===== src/design/rcfd_pkg.sv =====
package rcfd_pkg;

  localparam int MOTOR_COUNT = 4;

  // latch numbers as written on the latch bus
  localparam logic [3:0] LATCH_MOTOR1   = 4'd1;
  localparam logic [3:0] LATCH_DRIBBLER = 4'd5;
  localparam logic [3:0] LATCH_SERVO    = 4'd6;
  localparam logic [3:0] LATCH_DIRECT   = 4'd7;
  localparam logic [3:0] LATCH_CHIP     = 4'd8;

  // write slot within one burst
  localparam logic [2:0] SLOT_MOTOR1   = 3'd0;
  localparam logic [2:0] SLOT_MOTOR2   = 3'd1;
  localparam logic [2:0] SLOT_MOTOR3   = 3'd2;
  localparam logic [2:0] SLOT_MOTOR4   = 3'd3;
  localparam logic [2:0] SLOT_DRIBBLER = 3'd4;
  localparam logic [2:0] SLOT_SERVO    = 3'd5;
  localparam logic [2:0] SLOT_DIRECT   = 3'd6;
  localparam logic [2:0] SLOT_CHIP     = 3'd7;

  // configuration register indexes
  localparam logic REG_ROBOT_ID = 1'b0;

  typedef logic [MOTOR_COUNT-1:0][7:0] speed_mag_t;

  // everything a finished frame hands to the write sequencer
  typedef struct packed {
    speed_mag_t             speed_mag;
    logic [MOTOR_COUNT-1:0] speed_dir;
    logic [3:0]             direct_kick;
    logic [3:0]             chip_kick;
    logic [1:0]             servo;
    logic                   charge_ok;
    logic                   beep;
    logic                   debug;
    logic                   sos;
    logic [3:0]             dribbler;
  } frame_t;

endpackage


===== src/design/rcfd_parser.sv =====
module rcfd_parser (
  input  logic                  clk,
  input  logic                  rst_n,
  input  logic                  in_valid,
  output logic                  in_ready,
  input  logic [7:0]            in_rx_byte,
  input  logic [3:0]            robot_id,
  input  logic                  seq_busy,
  output logic                  frame_done,
  output rcfd_pkg::frame_t      frame
);
  import rcfd_pkg::*;

  localparam logic [2:0] POS_WAIT  = 3'd0;
  localparam logic [2:0] POS_ADDR  = 3'd1;
  localparam logic [2:0] POS_SPD1  = 3'd2;
  localparam logic [2:0] POS_SPD2  = 3'd3;
  localparam logic [2:0] POS_SPD3  = 3'd4;
  localparam logic [2:0] POS_SPD4  = 3'd5;
  localparam logic [2:0] POS_FLAG1 = 3'd6;
  localparam logic [2:0] POS_FLAG2 = 3'd7;

  // servo comes out of reset at setting one
  localparam frame_t FR_RESET = '{speed_mag: '0, speed_dir: '0, direct_kick: 4'd0,
                                  chip_kick: 4'd0, servo: 2'd1, charge_ok: 1'b0,
                                  beep: 1'b0, debug: 1'b0, sos: 1'b0, dribbler: 4'd0};

  logic [2:0] pos_r, pos_nxt;
  frame_t     fr_r, fr_nxt;
  logic       accept;
  logic [7:0] mag_raw;
  logic [1:0] motor;

  // stall only a frame-closing item while the previous burst is still out
  assign in_ready = !(seq_busy && pos_r == POS_FLAG2 && in_rx_byte != 8'd0);
  assign accept   = in_valid && in_ready;

  assign mag_raw = in_rx_byte[7] ? (in_rx_byte - 8'd127) : (8'd127 - in_rx_byte);
  assign motor   = pos_r[1:0] - POS_SPD1[1:0];

  always_comb begin
    pos_nxt    = pos_r;
    fr_nxt     = fr_r;
    frame_done = 1'b0;
    if (accept) begin
      if (in_rx_byte == 8'd0) begin
        pos_nxt = POS_ADDR;
      end else begin
        case (pos_r)
          POS_WAIT: begin
            pos_nxt = POS_WAIT;
          end
          POS_ADDR: begin
            if (in_rx_byte[3:0] == robot_id) begin
              fr_nxt.direct_kick = in_rx_byte[7:4];
              pos_nxt            = POS_SPD1;
            end else begin
              pos_nxt = POS_WAIT;
            end
          end
          POS_SPD1, POS_SPD2, POS_SPD3, POS_SPD4: begin
            fr_nxt.speed_mag[motor] = {mag_raw[6:0], 1'b0};
            fr_nxt.speed_dir[motor] = !in_rx_byte[7];
            pos_nxt                 = pos_r + 3'd1;
          end
          POS_FLAG1: begin
            fr_nxt.servo      = in_rx_byte[1:0];
            fr_nxt.charge_ok  = in_rx_byte[2];
            fr_nxt.chip_kick  = in_rx_byte[7:4];
            pos_nxt           = POS_FLAG2;
          end
          POS_FLAG2: begin
            fr_nxt.beep     = in_rx_byte[0];
            fr_nxt.debug    = in_rx_byte[2];
            fr_nxt.sos      = in_rx_byte[3];
            fr_nxt.dribbler = in_rx_byte[7:4];
            pos_nxt         = POS_WAIT;
            frame_done      = 1'b1;
          end
          default: begin
            pos_nxt = POS_WAIT;
          end
        endcase
      end
    end
  end

  // hand over the frame including the byte that closes it
  assign frame = fr_nxt;

  always_ff @(posedge clk) begin
    if (!rst_n) begin
      pos_r <= POS_WAIT;
      fr_r  <= FR_RESET;
    end else begin
      pos_r <= pos_nxt;
      fr_r  <= fr_nxt;
    end
  end

  a_done_from_flag2: assert property (@(posedge clk) disable iff (!rst_n)
    frame_done |-> (pos_r == POS_FLAG2 && accept))
    else $error("frame closed outside the last byte position");

  a_done_not_busy: assert property (@(posedge clk) disable iff (!rst_n)
    frame_done |-> !seq_busy)
    else $error("frame closed while a burst is still in progress");

  a_zero_restarts: assert property (@(posedge clk) disable iff (!rst_n)
    (accept && in_rx_byte == 8'd0) |=> pos_r == POS_ADDR)
    else $error("zero byte did not restart the frame");

endmodule


===== src/design/rcfd_seq.sv =====
module rcfd_seq (
  input  logic              clk,
  input  logic              rst_n,
  input  logic              frame_done,
  input  rcfd_pkg::frame_t  frame,
  output logic              busy,
  output logic              out_valid,
  input  logic              out_ready,
  output logic [3:0]        out_latch_index,
  output logic [1:0]        out_mux_select,
  output logic              out_write_bank,
  output logic [7:0]        out_latch_data,
  output logic [3:0]        out_motor_dirs,
  output logic              out_charge_ok,
  output logic              out_buzzer_on,
  output logic              out_debug_flag,
  output logic              out_sos_flag,
  output logic              out_last
);
  import rcfd_pkg::*;

  frame_t     snap_r;
  logic       busy_r;
  logic [2:0] slot_r;
  logic       can_load;
  logic [7:0] data_nxt;

  logic       out_valid_r;
  logic [2:0] out_slot_r;
  logic [7:0] out_data_r;
  logic [3:0] out_dirs_r;
  logic       out_ready_lvl_r, out_beep_r, out_debug_r, out_sos_r;

  assign busy     = busy_r;
  assign can_load = !out_valid_r || out_ready;

  always_comb begin
    case (slot_r)
      SLOT_MOTOR1, SLOT_MOTOR2, SLOT_MOTOR3, SLOT_MOTOR4:
        data_nxt = snap_r.speed_mag[slot_r[1:0]];
      SLOT_DRIBBLER: data_nxt = {snap_r.dribbler, 4'd0};
      SLOT_SERVO:    data_nxt = {6'd0, snap_r.servo};
      SLOT_DIRECT:   data_nxt = {4'd0, snap_r.direct_kick};
      SLOT_CHIP:     data_nxt = {4'd0, snap_r.chip_kick};
      default:       data_nxt = 8'd0;
    endcase
  end

  always_ff @(posedge clk) begin
    if (!rst_n) begin
      busy_r      <= 1'b0;
      slot_r      <= SLOT_MOTOR1;
      out_valid_r <= 1'b0;
    end else begin
      if (frame_done) begin
        busy_r <= 1'b1;
        slot_r <= SLOT_MOTOR1;
      end else if (busy_r && can_load) begin
        slot_r <= slot_r + 3'd1;
        if (slot_r == SLOT_CHIP) begin
          busy_r <= 1'b0;
        end
      end
      if (can_load) begin
        out_valid_r <= busy_r;
      end
    end
  end

  // payload registers
  always_ff @(posedge clk) begin
    if (frame_done) begin
      snap_r <= frame;
    end
    if (busy_r && can_load) begin
      out_slot_r      <= slot_r;
      out_data_r      <= data_nxt;
      out_dirs_r      <= snap_r.speed_dir;
      out_ready_lvl_r <= snap_r.charge_ok;
      out_beep_r      <= snap_r.beep;
      out_debug_r     <= snap_r.debug;
      out_sos_r       <= snap_r.sos;
    end
  end

  assign out_valid       = out_valid_r;
  assign out_latch_index = {1'b0, out_slot_r} + LATCH_MOTOR1;
  assign out_mux_select  = out_slot_r[1:0];
  assign out_write_bank  = !out_slot_r[2];
  assign out_latch_data  = out_data_r;
  assign out_motor_dirs  = out_dirs_r;
  assign out_charge_ok   = out_ready_lvl_r;
  assign out_buzzer_on   = out_beep_r;
  assign out_debug_flag  = out_debug_r;
  assign out_sos_flag    = out_sos_r;
  assign out_last        = out_slot_r == SLOT_CHIP;

  a_load_idle: assert property (@(posedge clk) disable iff (!rst_n)
    frame_done |-> !busy_r)
    else $error("snapshot overwritten during a burst");

  a_burst_starts: assert property (@(posedge clk) disable iff (!rst_n)
    frame_done |=> (busy_r && slot_r == SLOT_MOTOR1))
    else $error("burst did not start from the first motor");

  a_first_follows: assert property (@(posedge clk) disable iff (!rst_n)
    (busy_r && can_load && slot_r == SLOT_MOTOR1) |=>
      (out_valid_r && out_latch_index == LATCH_MOTOR1))
    else $error("first write of a burst not presented");

endmodule


===== src/design/robot_command_frame_decoder_core.sv =====
// Robot command frame decoder.
// Input channel (in_valid/in_ready, in_rx_byte): one received serial byte per
// item. A zero byte starts a frame; the next byte must match robot_id in its
// low nibble, then four speed bytes and two flag bytes follow.
// Output channel (out_valid/out_ready, out_*): eight latch writes per finished
// frame, motors 1-4, dribbler, servo, direct kick, chip kick; out_last marks
// the eighth. Level fields are those of the finished frame.
// Configuration: APB-style port, robot_id at byte address 0; pready is tied
// high and writes land on the access cycle.
// Throughput: one byte per cycle. The first write of a burst is registered in
// the output stage after the sequencer has gone busy, then one write per cycle
// while out_ready stays high. For frames sent back to back, the closing
// byte of the next frame is held off (in_ready low) while the sequencer is
// busy, i.e. until the cycle after it has loaded the last write of the
// previous burst; other bytes keep flowing. A stall on the output holds the
// current write in its register and stretches the burst.
// Reset (rst_n, synchronous): waits for a zero byte, stored fields cleared,
// servo setting one, robot_id zero, no write pending.
module robot_command_frame_decoder_core (
  input  logic        clk,
  input  logic        rst_n,
  input  logic        in_valid,
  output logic        in_ready,
  input  logic [7:0]  in_rx_byte,
  output logic        out_valid,
  input  logic        out_ready,
  output logic [3:0]  out_latch_index,
  output logic [1:0]  out_mux_select,
  output logic        out_write_bank,
  output logic [7:0]  out_latch_data,
  output logic [3:0]  out_motor_dirs,
  output logic        out_charge_ok,
  output logic        out_buzzer_on,
  output logic        out_debug_flag,
  output logic        out_sos_flag,
  output logic        out_last,
  input  logic        psel,
  input  logic        penable,
  input  logic        pwrite,
  input  logic [2:0]  paddr,
  input  logic [31:0] pwdata,
  output logic [31:0] prdata,
  output logic        pready
);
  import rcfd_pkg::*;

  logic [3:0] robot_id_r;
  logic       seq_busy;
  logic       frame_done;
  frame_t     frame;

  assign pready = 1'b1;
  assign prdata = (paddr[2] == REG_ROBOT_ID) ? {28'd0, robot_id_r} : 32'd0;

  always_ff @(posedge clk) begin
    if (!rst_n) begin
      robot_id_r <= 4'd0;
    end else if (psel && penable && pwrite && paddr[2] == REG_ROBOT_ID) begin
      robot_id_r <= pwdata[3:0];
    end
  end

  rcfd_parser u_parser (
    .clk        (clk),
    .rst_n      (rst_n),
    .in_valid   (in_valid),
    .in_ready   (in_ready),
    .in_rx_byte (in_rx_byte),
    .robot_id   (robot_id_r),
    .seq_busy   (seq_busy),
    .frame_done (frame_done),
    .frame      (frame)
  );

  rcfd_seq u_seq (
    .clk             (clk),
    .rst_n           (rst_n),
    .frame_done      (frame_done),
    .frame           (frame),
    .busy            (seq_busy),
    .out_valid       (out_valid),
    .out_ready       (out_ready),
    .out_latch_index (out_latch_index),
    .out_mux_select  (out_mux_select),
    .out_write_bank  (out_write_bank),
    .out_latch_data  (out_latch_data),
    .out_motor_dirs  (out_motor_dirs),
    .out_charge_ok   (out_charge_ok),
    .out_buzzer_on   (out_buzzer_on),
    .out_debug_flag  (out_debug_flag),
    .out_sos_flag    (out_sos_flag),
    .out_last        (out_last)
  );

  a_id_write: assert property (@(posedge clk) disable iff (!rst_n)
    (psel && penable && pwrite && paddr[2] == REG_ROBOT_ID) |=>
      robot_id_r == $past(pwdata[3:0]))
    else $error("robot id write lost");

  a_no_close_while_busy: assert property (@(posedge clk) disable iff (!rst_n)
    (in_valid && in_ready && frame_done) |-> !seq_busy)
    else $error("frame accepted into a busy sequencer");

  a_last_bank: assert property (@(posedge clk) disable iff (!rst_n)
    (out_valid && out_last) |-> (!out_write_bank && out_latch_index == LATCH_CHIP))
    else $error("last write not on the chip kick latch");

endmodule

===== config.mk =====
export PLATFORM = sky130hd
export DESIGN_NAME = robot_command_frame_decoder_core
export DESIGN_NICKNAME = d
export VERILOG_FILES = /design/src/design/rcfd_pkg.sv /design/src/design/rcfd_parser.sv /design/src/design/rcfd_seq.sv /design/src/design/robot_command_frame_decoder_core.sv
export SDC_FILE = /design/constraint.sdc
export NUM_CORES = 1
export LEC_CHECK = 0
export ABC_CLOCK_PERIOD_IN_PS = 2670
export BUFFER_PORTS_ARGS = -buffer_cell sky130_fd_sc_hd__buf_4
export CAP_MARGIN = 20
export CORE_MARGIN = 3
export CORE_UTILIZATION = 51
export DETAILED_ROUTE_END_ITERATION = 8
export GPL_TIMING_DRIVEN = 0
export HOLD_SLACK_MARGIN = 0.12
export PLACE_DENSITY = 0.76
export SLEW_MARGIN = 20
export SYNTH_ARGS = -nofsm -noshare
export SYNTH_HDL_FRONTEND = slang
export SYNTH_SLANG_ARGS = --single-unit

===== constraint.sdc =====
create_clock -name clk -period 2.67 [get_ports clk]
set_input_delay 0.4005 -clock clk [delete_from_list [all_inputs] [get_ports clk]]
set_output_delay 0.4005 -clock clk [all_outputs]
set_load 0.01 [all_outputs]

# Word level (Yosys, flattened, before mapping)
# Index checks and enable logic that the tools add are counted.
dict set report word_totals {
  output_inout_bits 59
  mem_bits_rw 0
  latch_bits 0
  n_memories 0
  reg_bits 139
  elab_cells 116
  romBits 0
  input_bits 50
}
dict set report op_classes {
  addsub 6
  magnitude_cmp 3
  div 0
  multipliers 0
  bitwise 2
  n_eq_ne 16
  n_reduce_logical 24
  n_mux 27
  shifts 0
}
# operator count
set op_table {}
lappend op_table {{54-bit two-way mux} 2}
lappend op_table {{8-bit case mux with 5 select lines} 1}
lappend op_table {{36-bit two-way mux} 1}
lappend op_table {{32-bit bitwise mux} 1}
lappend op_table {{3-bit equality test (second input constant)} 9}
lappend op_table {{7-bit two-way mux} 3}
lappend op_table {{8-bit binary-select mux with 2-bit select} 1}
lappend op_table {{8-bit demux with 2-bit select} 1}
lappend op_table {{8-bit two-way mux} 2}
lappend op_table {{3-bit by 2-bit equality test with 1-bit output (second input constant)} 4}
lappend op_table {{4-bit two-way mux} 3}
lappend op_table {{3-bit case mux with 4 select lines} 1}
lappend op_table {{1-bit logical AND} 8}
lappend op_table {{8-bit zero test} 1}
lappend op_table {{8-bit nonzero test} 1}
lappend op_table {{4-bit OR reduction} 2}
lappend op_table {{1-bit two-way mux} 7}
lappend op_table {{7-bit subtractor (first input constant)} 1}
lappend op_table {{7-bit subtractor (second input constant)} 1}
lappend op_table {{3-bit by 1-bit adder with 3-bit output (second input constant)} 2}
lappend op_table {{3-bit by 1-bit equality test with 1-bit output (second input constant)} 2}
lappend op_table {{3-bit zero test} 2}
lappend op_table {{2-bit by 3-bit less-than comparator with 1-bit output (second input constant)} 2}
lappend op_table {{3-bit by 1-bit adder with 4-bit output (second input constant)} 1}
lappend op_table {{other kinds (13)} 19}

# Logic depth before layout (Yosys ltp)
# Gate-level depths: netlist (run 1).
dict set report logic_depth {
  ltp_word 9
  ltp_mapped 9
  depth_no_buf 6
}

# Hierarchy
# From an unflattened synthesis (run 1), not the netlist that was laid out.
dict set report unflattened {
  hier_cells 510
  area_unflattened_um2 6434.9
}
# module area_each_um2 cells_per_inst instances
set by_module_without_submodules {}
lappend by_module_without_submodules {rcfd_parser 3149.3 318 1}
lappend by_module_without_submodules {rcfd_seq 2856.5 138 1}
lappend by_module_without_submodules {robot_command_frame_decoder_core 429.2 54 1}

# Least setup slack after synthesis (run 1)
# OpenSTA, ideal clock, no wires.
dict set report synth_timing {
  kind {in2reg}
  startpoint {input port in_rx_byte[0]}
  endpoint {register u_seq.snap_r[0] (netlist bit), enable pin}
  setup_ps 498
  required_ps 2172
  cell_stages 5
  arrival_ps 2163
  slack_ps 9
  path_cell_list {inv_1 > ha_1 > or3b_2 > o2111ai_4 > inv_1}
}
dict set report synth_via {
  elab_chain_len 5
  word_cells_on_any_way 7
}
# item line_no
set synth_rtl {}
lappend synth_rtl {{start: declaration} robot_command_frame_decoder_core.sv:24} ;# input logic [7:0] in_rx_byte,
lappend synth_rtl {{8-bit nonzero test} rcfd_parser.sv:35} ;# assign in_ready = !(seq_busy && pos_r == POS_FLAG2 && in_rx_byte != 8'd0);
lappend synth_rtl {{1-bit logical AND} rcfd_parser.sv:35}
lappend synth_rtl {{1-bit zero test} rcfd_parser.sv:35}
lappend synth_rtl {{1-bit logical AND} rcfd_parser.sv:36} ;# assign accept = in_valid && in_ready;
lappend synth_rtl {{1-bit two-way mux (*)} rcfd_parser.sv:45} ;# if (accept) begin
lappend synth_rtl {{net frame_done} robot_command_frame_decoder_core.sv:49} ;# logic frame_done;
lappend synth_rtl {{end signal: assignment} rcfd_seq.sv:73} ;# snap_r <= frame;
lappend synth_rtl {{end: declaration} rcfd_seq.sv:22} ;# frame_t snap_r;
# Mark *: on every way through the listed nets, which the timed path passes. The rest lies on a longest branch.
# A chain may end at the register's enable or synchronous reset.

==> impl_results.md, run 1 <==
- Setup skew after layout: 0.00892 ns
- Total GRT Usage: 0.199
- Cells after synthesis: 504
- CTS tree: built
- Largest cells by area after synthesis: edfxtp_1, dfxtp_1, mux2_2
- GR Overflow Total: 0
- Synth Flop Type: edfxtp_1
- RSZ-0062 raised after global routing: no
- Setup WS post-layout: 0.0730 ns
- Avg Inst Size Synth: 12.6 um^2
- Initial Util: 0.524
- Yosys top cell by area: edfxtp_1
- Die height: 118 um
- Vias in the first global route: 4259
- Clk_lat worst skew: 0.42 ns
- Tmin final: 2.60 ns
- Gpl congestion: 0.849
- Net Sw Power: 1.00 mW
- Detail Placement HPWL: 9180 um
- Layout cells sized above 1: 0.330
- Post-synth EDFFs: 73
- Most numerous cell in the Yosys netlist: edfxtp_1
- Synth top area share: 0.345
- # hold bufs at CTS: 0
- Initial DRC Count: 254
- DRT Wirelength: 13400 um
- Leakage: 3.22 nW
- Clock sinks: 139
- Sw Ratio: 0.217
- H-tree depth: 4
- Slew @ Worst Pin: 0.741 ns
- Tot Pwr: 4.60 mW
- P per Cell Area: 597 nW/um^2
- Routed via count: 4181
- Max clock buf depth: 2
- Rel. slew slack: 0.506
- R2R depth: 7
- Number of antenna violations at the first check in global routing: 0
- Asr flop ratio synth: 0
- Arrival @ worst endpoint: 2.76 ns
- Type of the most critical hold path: in2reg
- Int Pwr: 3.60 mW
- ANT cells: 0
- Worst Path Max Fanout: 7
- Crit path launch type: flip-flop
- Largest net degree at the start of global routing: 30
- Slew Limit Fails: 0
- Crit path required time: 2.83 ns
- Final net count: 667
- Antenna Nets Post-Route: 0
- Gate power share: 0.047
- Die X-Extent: 118 um
- Clk Tree Root Cell: clkbuf_16
- Post-Syn Area: 6350 um^2
- Utilization after layout: 0.636
- Sequential area share after synthesis: 0.553
- Hold Crit Depth: 3
- Hold slack: 0.225 ns
- CP Capture Type: flip-flop
- 1st-pass router iterations: 4
- Fmax achieved: 0.385 GHz
- Final hold violation count: 0
- I/O pin total: 109
- Clock share of power: 0.468
- Drt drc: 0
- Setup violation total in the final timing report: 0
- Core ar.: 12100 um^2
- Status: complete, no violations
- Synth top cells by count: edfxtp_1, dfxtp_1, nand2_1
- Cell Rows: 40
- Unique masters post-synth: 51
- Clock transition at path regs: 0.06 ns
- Maximum VDD drop: 0.279 mV
- CTS Buf Count: 17
- Seq pwr share: 0.485
- Synth warnings: 0
- Wire per inst: 17.1 um
- Seq cells post-synth: 139
- Area of the die: 13800 um^2
- P&R area growth vs syn: 21.2%
- Tcrit/Tclk final: 0.973
- PortBufs: 44
- Worst slack, placed: -0.341 ns
- First-pass GRT wire length: 21600 um
- Max-cap violations: 0
- Drt via density: 5.34
- Start-to-end type of the worst setup path: reg2reg
-- area by class of cell --
class,instances,area (um^2)
plain buffers,52,323
clock buffers,23,488
clock inverters,9,63.8
fillers,934,4410
inverters,20,75.1
multi-input cells,320,2600
flip-flops and latches,139,3510
well taps,168,210
repair buffers,52,423
-- power groups by stage --
| stage | logic [mW] | registers, mW | clock network, mW |
|---|---|---|---|
| finish | 0.215 | 2.23 | 2.15 |
| global route | 0.233 | 2.23 | 2.28 |
| CTS | 0.203 | 2.23 | 2.17 |
| detailed placement | 0.198 | 2.28 | 0 |
| global placement | 0.193 | 2.28 | 0 |
| floorplan | 0.138 | 2.28 | 0 |
-- what timing repair did --
item | CTS | global route
gates resized for setup | 8 | 6
setup endpoints to repair | 63 | 45
pin swaps | 3 | 1
setup buffers | 4 | 3
-- final timing paths --
| path | from | endpoint | slack (ns) |
|---|---|---|---|
| worst max register to register | u_parser.pos_r[0] | u_seq.snap_r[15] | 0.07 |
| worst min register to register | u_seq.snap_r[20] | u_seq.out_motor_dirs[2] | 0.42 |
| worst min-delay path | pwdata[1] | robot_id_r[1] | 0.22 |
| worst max-delay path | u_parser.pos_r[0] | u_seq.snap_r[15] | 0.07 |
-- cell families (layout without fill, tap and decap cells) --
group,after synthesis,in the layout,synth area share
AO/OA/AOI/OAI,49,49,0.0593
XOR/XNOR,10,10,0.0138
AND/OR/NAND/NOR,126,126,0.112
multiplexers,91,91,0.169
adder cells (fa/ha/maj),15,15,0.0296
other,2,29,0.00118
flip-flops,139,139,0.553
buffers and inverters,72,156,0.0623
-- worst max-delay path, stage by stage, from the launching register on --
cell and delay [ns]:
dfxtp_1 0.34, ha_2 0.26, ha_1 0.24, and2_1 0.25
a211o_4 0.41, nor4_4 0.28, buf_4 0.21, mux2_2 0.35
-- per-stage QoR --
step                cell area [um^2]  TNS (ns)  std cells
floorplan                       6450         0        531
global placement                6990    -44.24        743
detailed placement              7020    -10.54        744
CTS                             7640    -0.637        780
global route                    7700         0        783
finish                          7700         0        783
-- cells in the final DEF, fill, tap and decap left out, types with 4 or more instances in the layout --
cell / instances
clkbuf_8: 4
and2_1: 20
mux2i_1: 33
inv_1: 18
a32oi_1: 4
a21oi_1: 8
xnor2_1: 8
nand3_1: 9
conb_1: 29
ha_1: 14
nand4_1: 5
clkbuf_16: 17
edfxtp_1: 73
mux2_2: 50
nand2_1: 51
dfxtp_1: 66
clkbuf_1: 13
o311ai_0: 8
nor3_4: 4
or3_1: 4
a32o_1: 4
nor2_1: 5
buf_2: 6
and3_1: 7
nor2b_1: 5
o21ai_0: 15
mux4_2: 8
buf_4: 81
-- layer usage --
layer | routed length [um] | GRT usage
met5 | 0 | 0
met4 | 323 | 0.0799
met3 | 903 | 0.0577
met2 | 6610 | 0.344
met1 | 5520 | 0.235
-- state kept, by name (all words and copies together), names as in the netlist --
register              flops
u_seq.out_debug_flag      1
u_seq.out_motor_dirs      4
u_parser.pos_r            3
u_seq.out_latch_data      8
u_seq.slot_r              3
u_seq.busy                1
u_seq.out_sos_flag        1
u_seq.out_slot_r          3
robot_id_r                4
u_seq.out_valid           1
u_seq.out_buzzer_on       1
u_parser.fr_r            54
u_seq.out_charge_ok       1
u_seq.snap_r             54
Note: power is estimated with default switching activity, not from simulation.
==> run 2: changes to the inputs <==
--- a/config.mk
+++ b/config.mk
@@ -5,16 +5,17 @@
 export SDC_FILE = /design/constraint.sdc
 export NUM_CORES = 1
 export LEC_CHECK = 0
-export ABC_CLOCK_PERIOD_IN_PS = 2670
+export ABC_CLOCK_PERIOD_IN_PS = 2850
 export BUFFER_PORTS_ARGS = -buffer_cell sky130_fd_sc_hd__buf_4
 export CAP_MARGIN = 20
 export CORE_MARGIN = 3
-export CORE_UTILIZATION = 51
+export CORE_UTILIZATION = 56
 export DETAILED_ROUTE_END_ITERATION = 8
 export GPL_TIMING_DRIVEN = 0
 export HOLD_SLACK_MARGIN = 0.12
-export PLACE_DENSITY = 0.76
+export PLACE_DENSITY = 0.8
 export SLEW_MARGIN = 20
 export SYNTH_ARGS = -nofsm -noshare
 export SYNTH_HDL_FRONTEND = slang
 export SYNTH_SLANG_ARGS = --single-unit
+export TNS_END_PERCENT = 10
==> constraint.sdc (replaced) <==
create_clock -name clk -period 2.85 [get_ports clk]
set_input_delay 0.4275 -clock clk [delete_from_list [all_inputs] [get_ports clk]]
set_output_delay 0.4275 -clock clk [all_outputs]
set_load 0.01 [all_outputs]
==> run 2 against run 1 <==
  * Sequential share of layout area increased by 0.68 points
  * Via count decreased by 1.5%
  * Wire length decreased by 0.43%
  * Worst setup slack got worse by 0.026 ns
  * Clock skew decreased by 0.0028 ns
  * Total power decreased by 6.1%
  * Register-to-register slack got worse by 0.03 ns
  * Non-clock buffer count decreased by 4
  * Count of clock-buffer cells in the layout decreased by 4
  * Largest cell class unchanged
  * Highest routed layer unchanged
==> impl_results.md, run 2 (synthesis results as in run 1) <==
- Status: complete, no violations
- Layout cells sized above 1: 0.321 (-0.00930)
- Crit path launch type: flip-flop
- Type of the most critical hold path: in2reg
- Wire per inst: 17.7 um (+3.8%)
- Initial Util: 0.578 (+0.0539)
- Slew @ Worst Pin: 0.722 ns (-0.0189 ns)
- Commonest non-fill, non-tap cell in the layout: buf_4
- Number of antenna violations at the first check in global routing: 0 (unchanged)
- I/O pin total: 109 (unchanged)
- Most frequent cells in the layout: buf_4, edfxtp_1, dfxtp_1
- TNS Setup: 0 ns (unchanged)
- Setup skew after layout: 0.00611 ns (-0.00282 ns)
- Crit-path cells: ha_1 > ha_1 > and2_1 > a211oi_4 > nand3_2 > mux2_2
- Setup violation total in the final timing report: 0 (unchanged)
- Crit path required time: 3.01 ns (+0.18 ns)
- CP bufs+invs: 0 (-1)
- Fmax achieved: 0.357 GHz (-7.3%)
- DRT Wirelength: 13300 um (-0.43%)
- P&R area growth vs syn: 19.4%
- Final hold violation count: 0 (unchanged)
- Drt drc: 0 (unchanged)
- Net Sw Power: 0.951 mW (-4.8%)
- Sw Ratio: 0.220 (+0.00284)
- 1st-pass router iterations: 4 (unchanged)
- Clk Tree Root Cell: clkbuf_16
- GR Overflow Total: 0 (unchanged)
- Core ar.: 11000 um^2 (-9.3%)
- Hold slack: 0.257 ns (+0.0326 ns)
- Top cell by count, worst path: ha_1
- CP Capture Type: flip-flop
- Initial DRC Count: 229 (-9.8%)
- Max clock buf depth: 2 (unchanged)
- Cell Rows: 38 (-5.0%)
- CTS tree: built
- P per Cell Area: 569 nW/um^2 (-4.7%)
- Gpl congestion: 0.862 (+1.6%)
- Die X-Extent: 112 um (-4.3%)
- Tmin final: 2.80 ns (+0.206 ns)
- Total GRT Usage: 0.218 (+0.0191)
- # hold bufs at CTS: 0 (unchanged)
- CTS Buf Count: 17 (unchanged)
- Area of the die: 12700 um^2 (-8.5%)
- Routed via count: 4117 (-1.5%)
- ANT cells: 0 (unchanged)
- Int Pwr: 3.37 mW (-6.4%)
- Arrival @ worst endpoint: 2.96 ns (+0.20 ns)
- CP max stage cell: a211oi_4
- Slew Limit Fails: 0 (unchanged)
- Tcrit/Tclk final: 0.983 (+0.0107)
- Rel. slew slack: 0.517 (+0.0113)
- Antenna Nets Post-Route: 0 (unchanged)
- Die height: 112 um (-4.3%)
- Start-to-end type of the worst setup path: reg2reg
- Leakage: 3.19 nW (-1.0%)
- Seq pwr share: 0.484 (about the same)
- Clk_lat worst skew: 0.41 ns (about the same)
- Clock transition at path regs: 0.06 ns (about the same)
- H-tree depth: 4 (unchanged)
- Max-cap violations: 0 (unchanged)
- Clock share of power: 0.471 (+0.003)
- Gate power share: 0.045 (-0.002)
- PortBufs: 44 (unchanged)
- Clock sinks: 139 (unchanged)
- Delay-heaviest family, CP: simple AND/OR/NAND/NOR gates
- Final net count: 663 (-0.60%)
- RSZ-0062 raised after global routing: yes
- Worst Path Max Fanout: 10 (+3)
- Largest net degree at the start of global routing: 35 (+17%)
- Vias in the first global route: 4140 (-2.8%)
- Drt via density: 5.48 (+2.7%)
- CP peak stage delay: 0.50 ns (+0.09 ns)
- Detail Placement HPWL: 9250 um (+0.78%)
- First-pass GRT wire length: 21300 um (-1.4%)
- Maximum VDD drop: 0.370 mV (+33%)
- Worst R2R Setup Slack: 0.05 ns (-0.03 ns)
[run 2: cell types whose count changed in the layout (fill, tap and decap cells not counted), moves of 3 or more]
| cell | delta |
|---|---|
| buf_4 | -3 |
| clkbuf_8 | -4 |
| inv_6 | +3 |
| nand3_2 | +3 |
| nand3_4 | -3 |
[run 2: power groups by stage]
stage / registers [mW] / clock network [mW] / logic [mW]
2_1_floorplan: 2.13 / 0 / 0.129
3_3_place_gp: 2.13 / 0 / 0.181
3_5_place_dp: 2.13 / 0 / 0.185
4_1_cts: 2.09 / 2.06 / 0.189
5_1_grt: 2.09 / 2.14 / 0.211
6_report: 2.09 / 2.03 / 0.194
[run 2: cell type report]
type	instances	area, um^2
tap	140	175
clock buffer	19	433
inverter	20	75.1
clock inverter	13	119
buffer	52	322
fill	773	3400
timing repair buffer	48	373
multi-input combinational	320	2580
sequential	139	3510
[run 2: layer usage]
layer	vias up	GRT usage	routed length, um
met5	-	0	0
met4	0	0.0913	210
met3	18	0.0474	942
met2	141	0.365	6810
met1	1996	0.276	5350
li1	1962	-	-
[run 2: worst paths after layout]
path | end | cells past startpoint | startpoint
min | robot_id_r[0] | 3 | pwdata[0]
min reg2reg | u_seq.out_debug_flag | 0 | u_seq.snap_r[5]
max | u_seq.snap_r[20] | 6 | u_parser.pos_r[0]
max reg2reg | u_seq.snap_r[20] | 6 | u_parser.pos_r[0]
[run 2: what timing repair did]
| item | CTS | global route |
|---|---|---|
| hold endpoints to repair | 0 | 0 |
| buffers inserted | 0 | 3 |
| pin swaps | 0 | 1 |
| setup endpoints to repair | 25 | 35 |
| gates resized for setup | 3 | 4 |
[run 2: stage by stage]
stage,setup WS (ns),cells,utilization,power [mW],area (um^2)
global placement,-0.589,715,0.634,2.31,6960
floorplan,0.162,531,-,2.26,6450
finish,0.0473,751,0.691,4.32,7590
CTS,-0.00979,748,0.687,4.34,7540
global route,-0.0764,751,0.691,4.44,7590
detailed placement,-0.137,716,0.635,2.32,6980
[run 2: tightest hold or removal path, delay by kind of cell]
kind	cells	cell delay (ns)
mux	1	0.05
buf+inv	1	0.08
simple gates	1	0.07
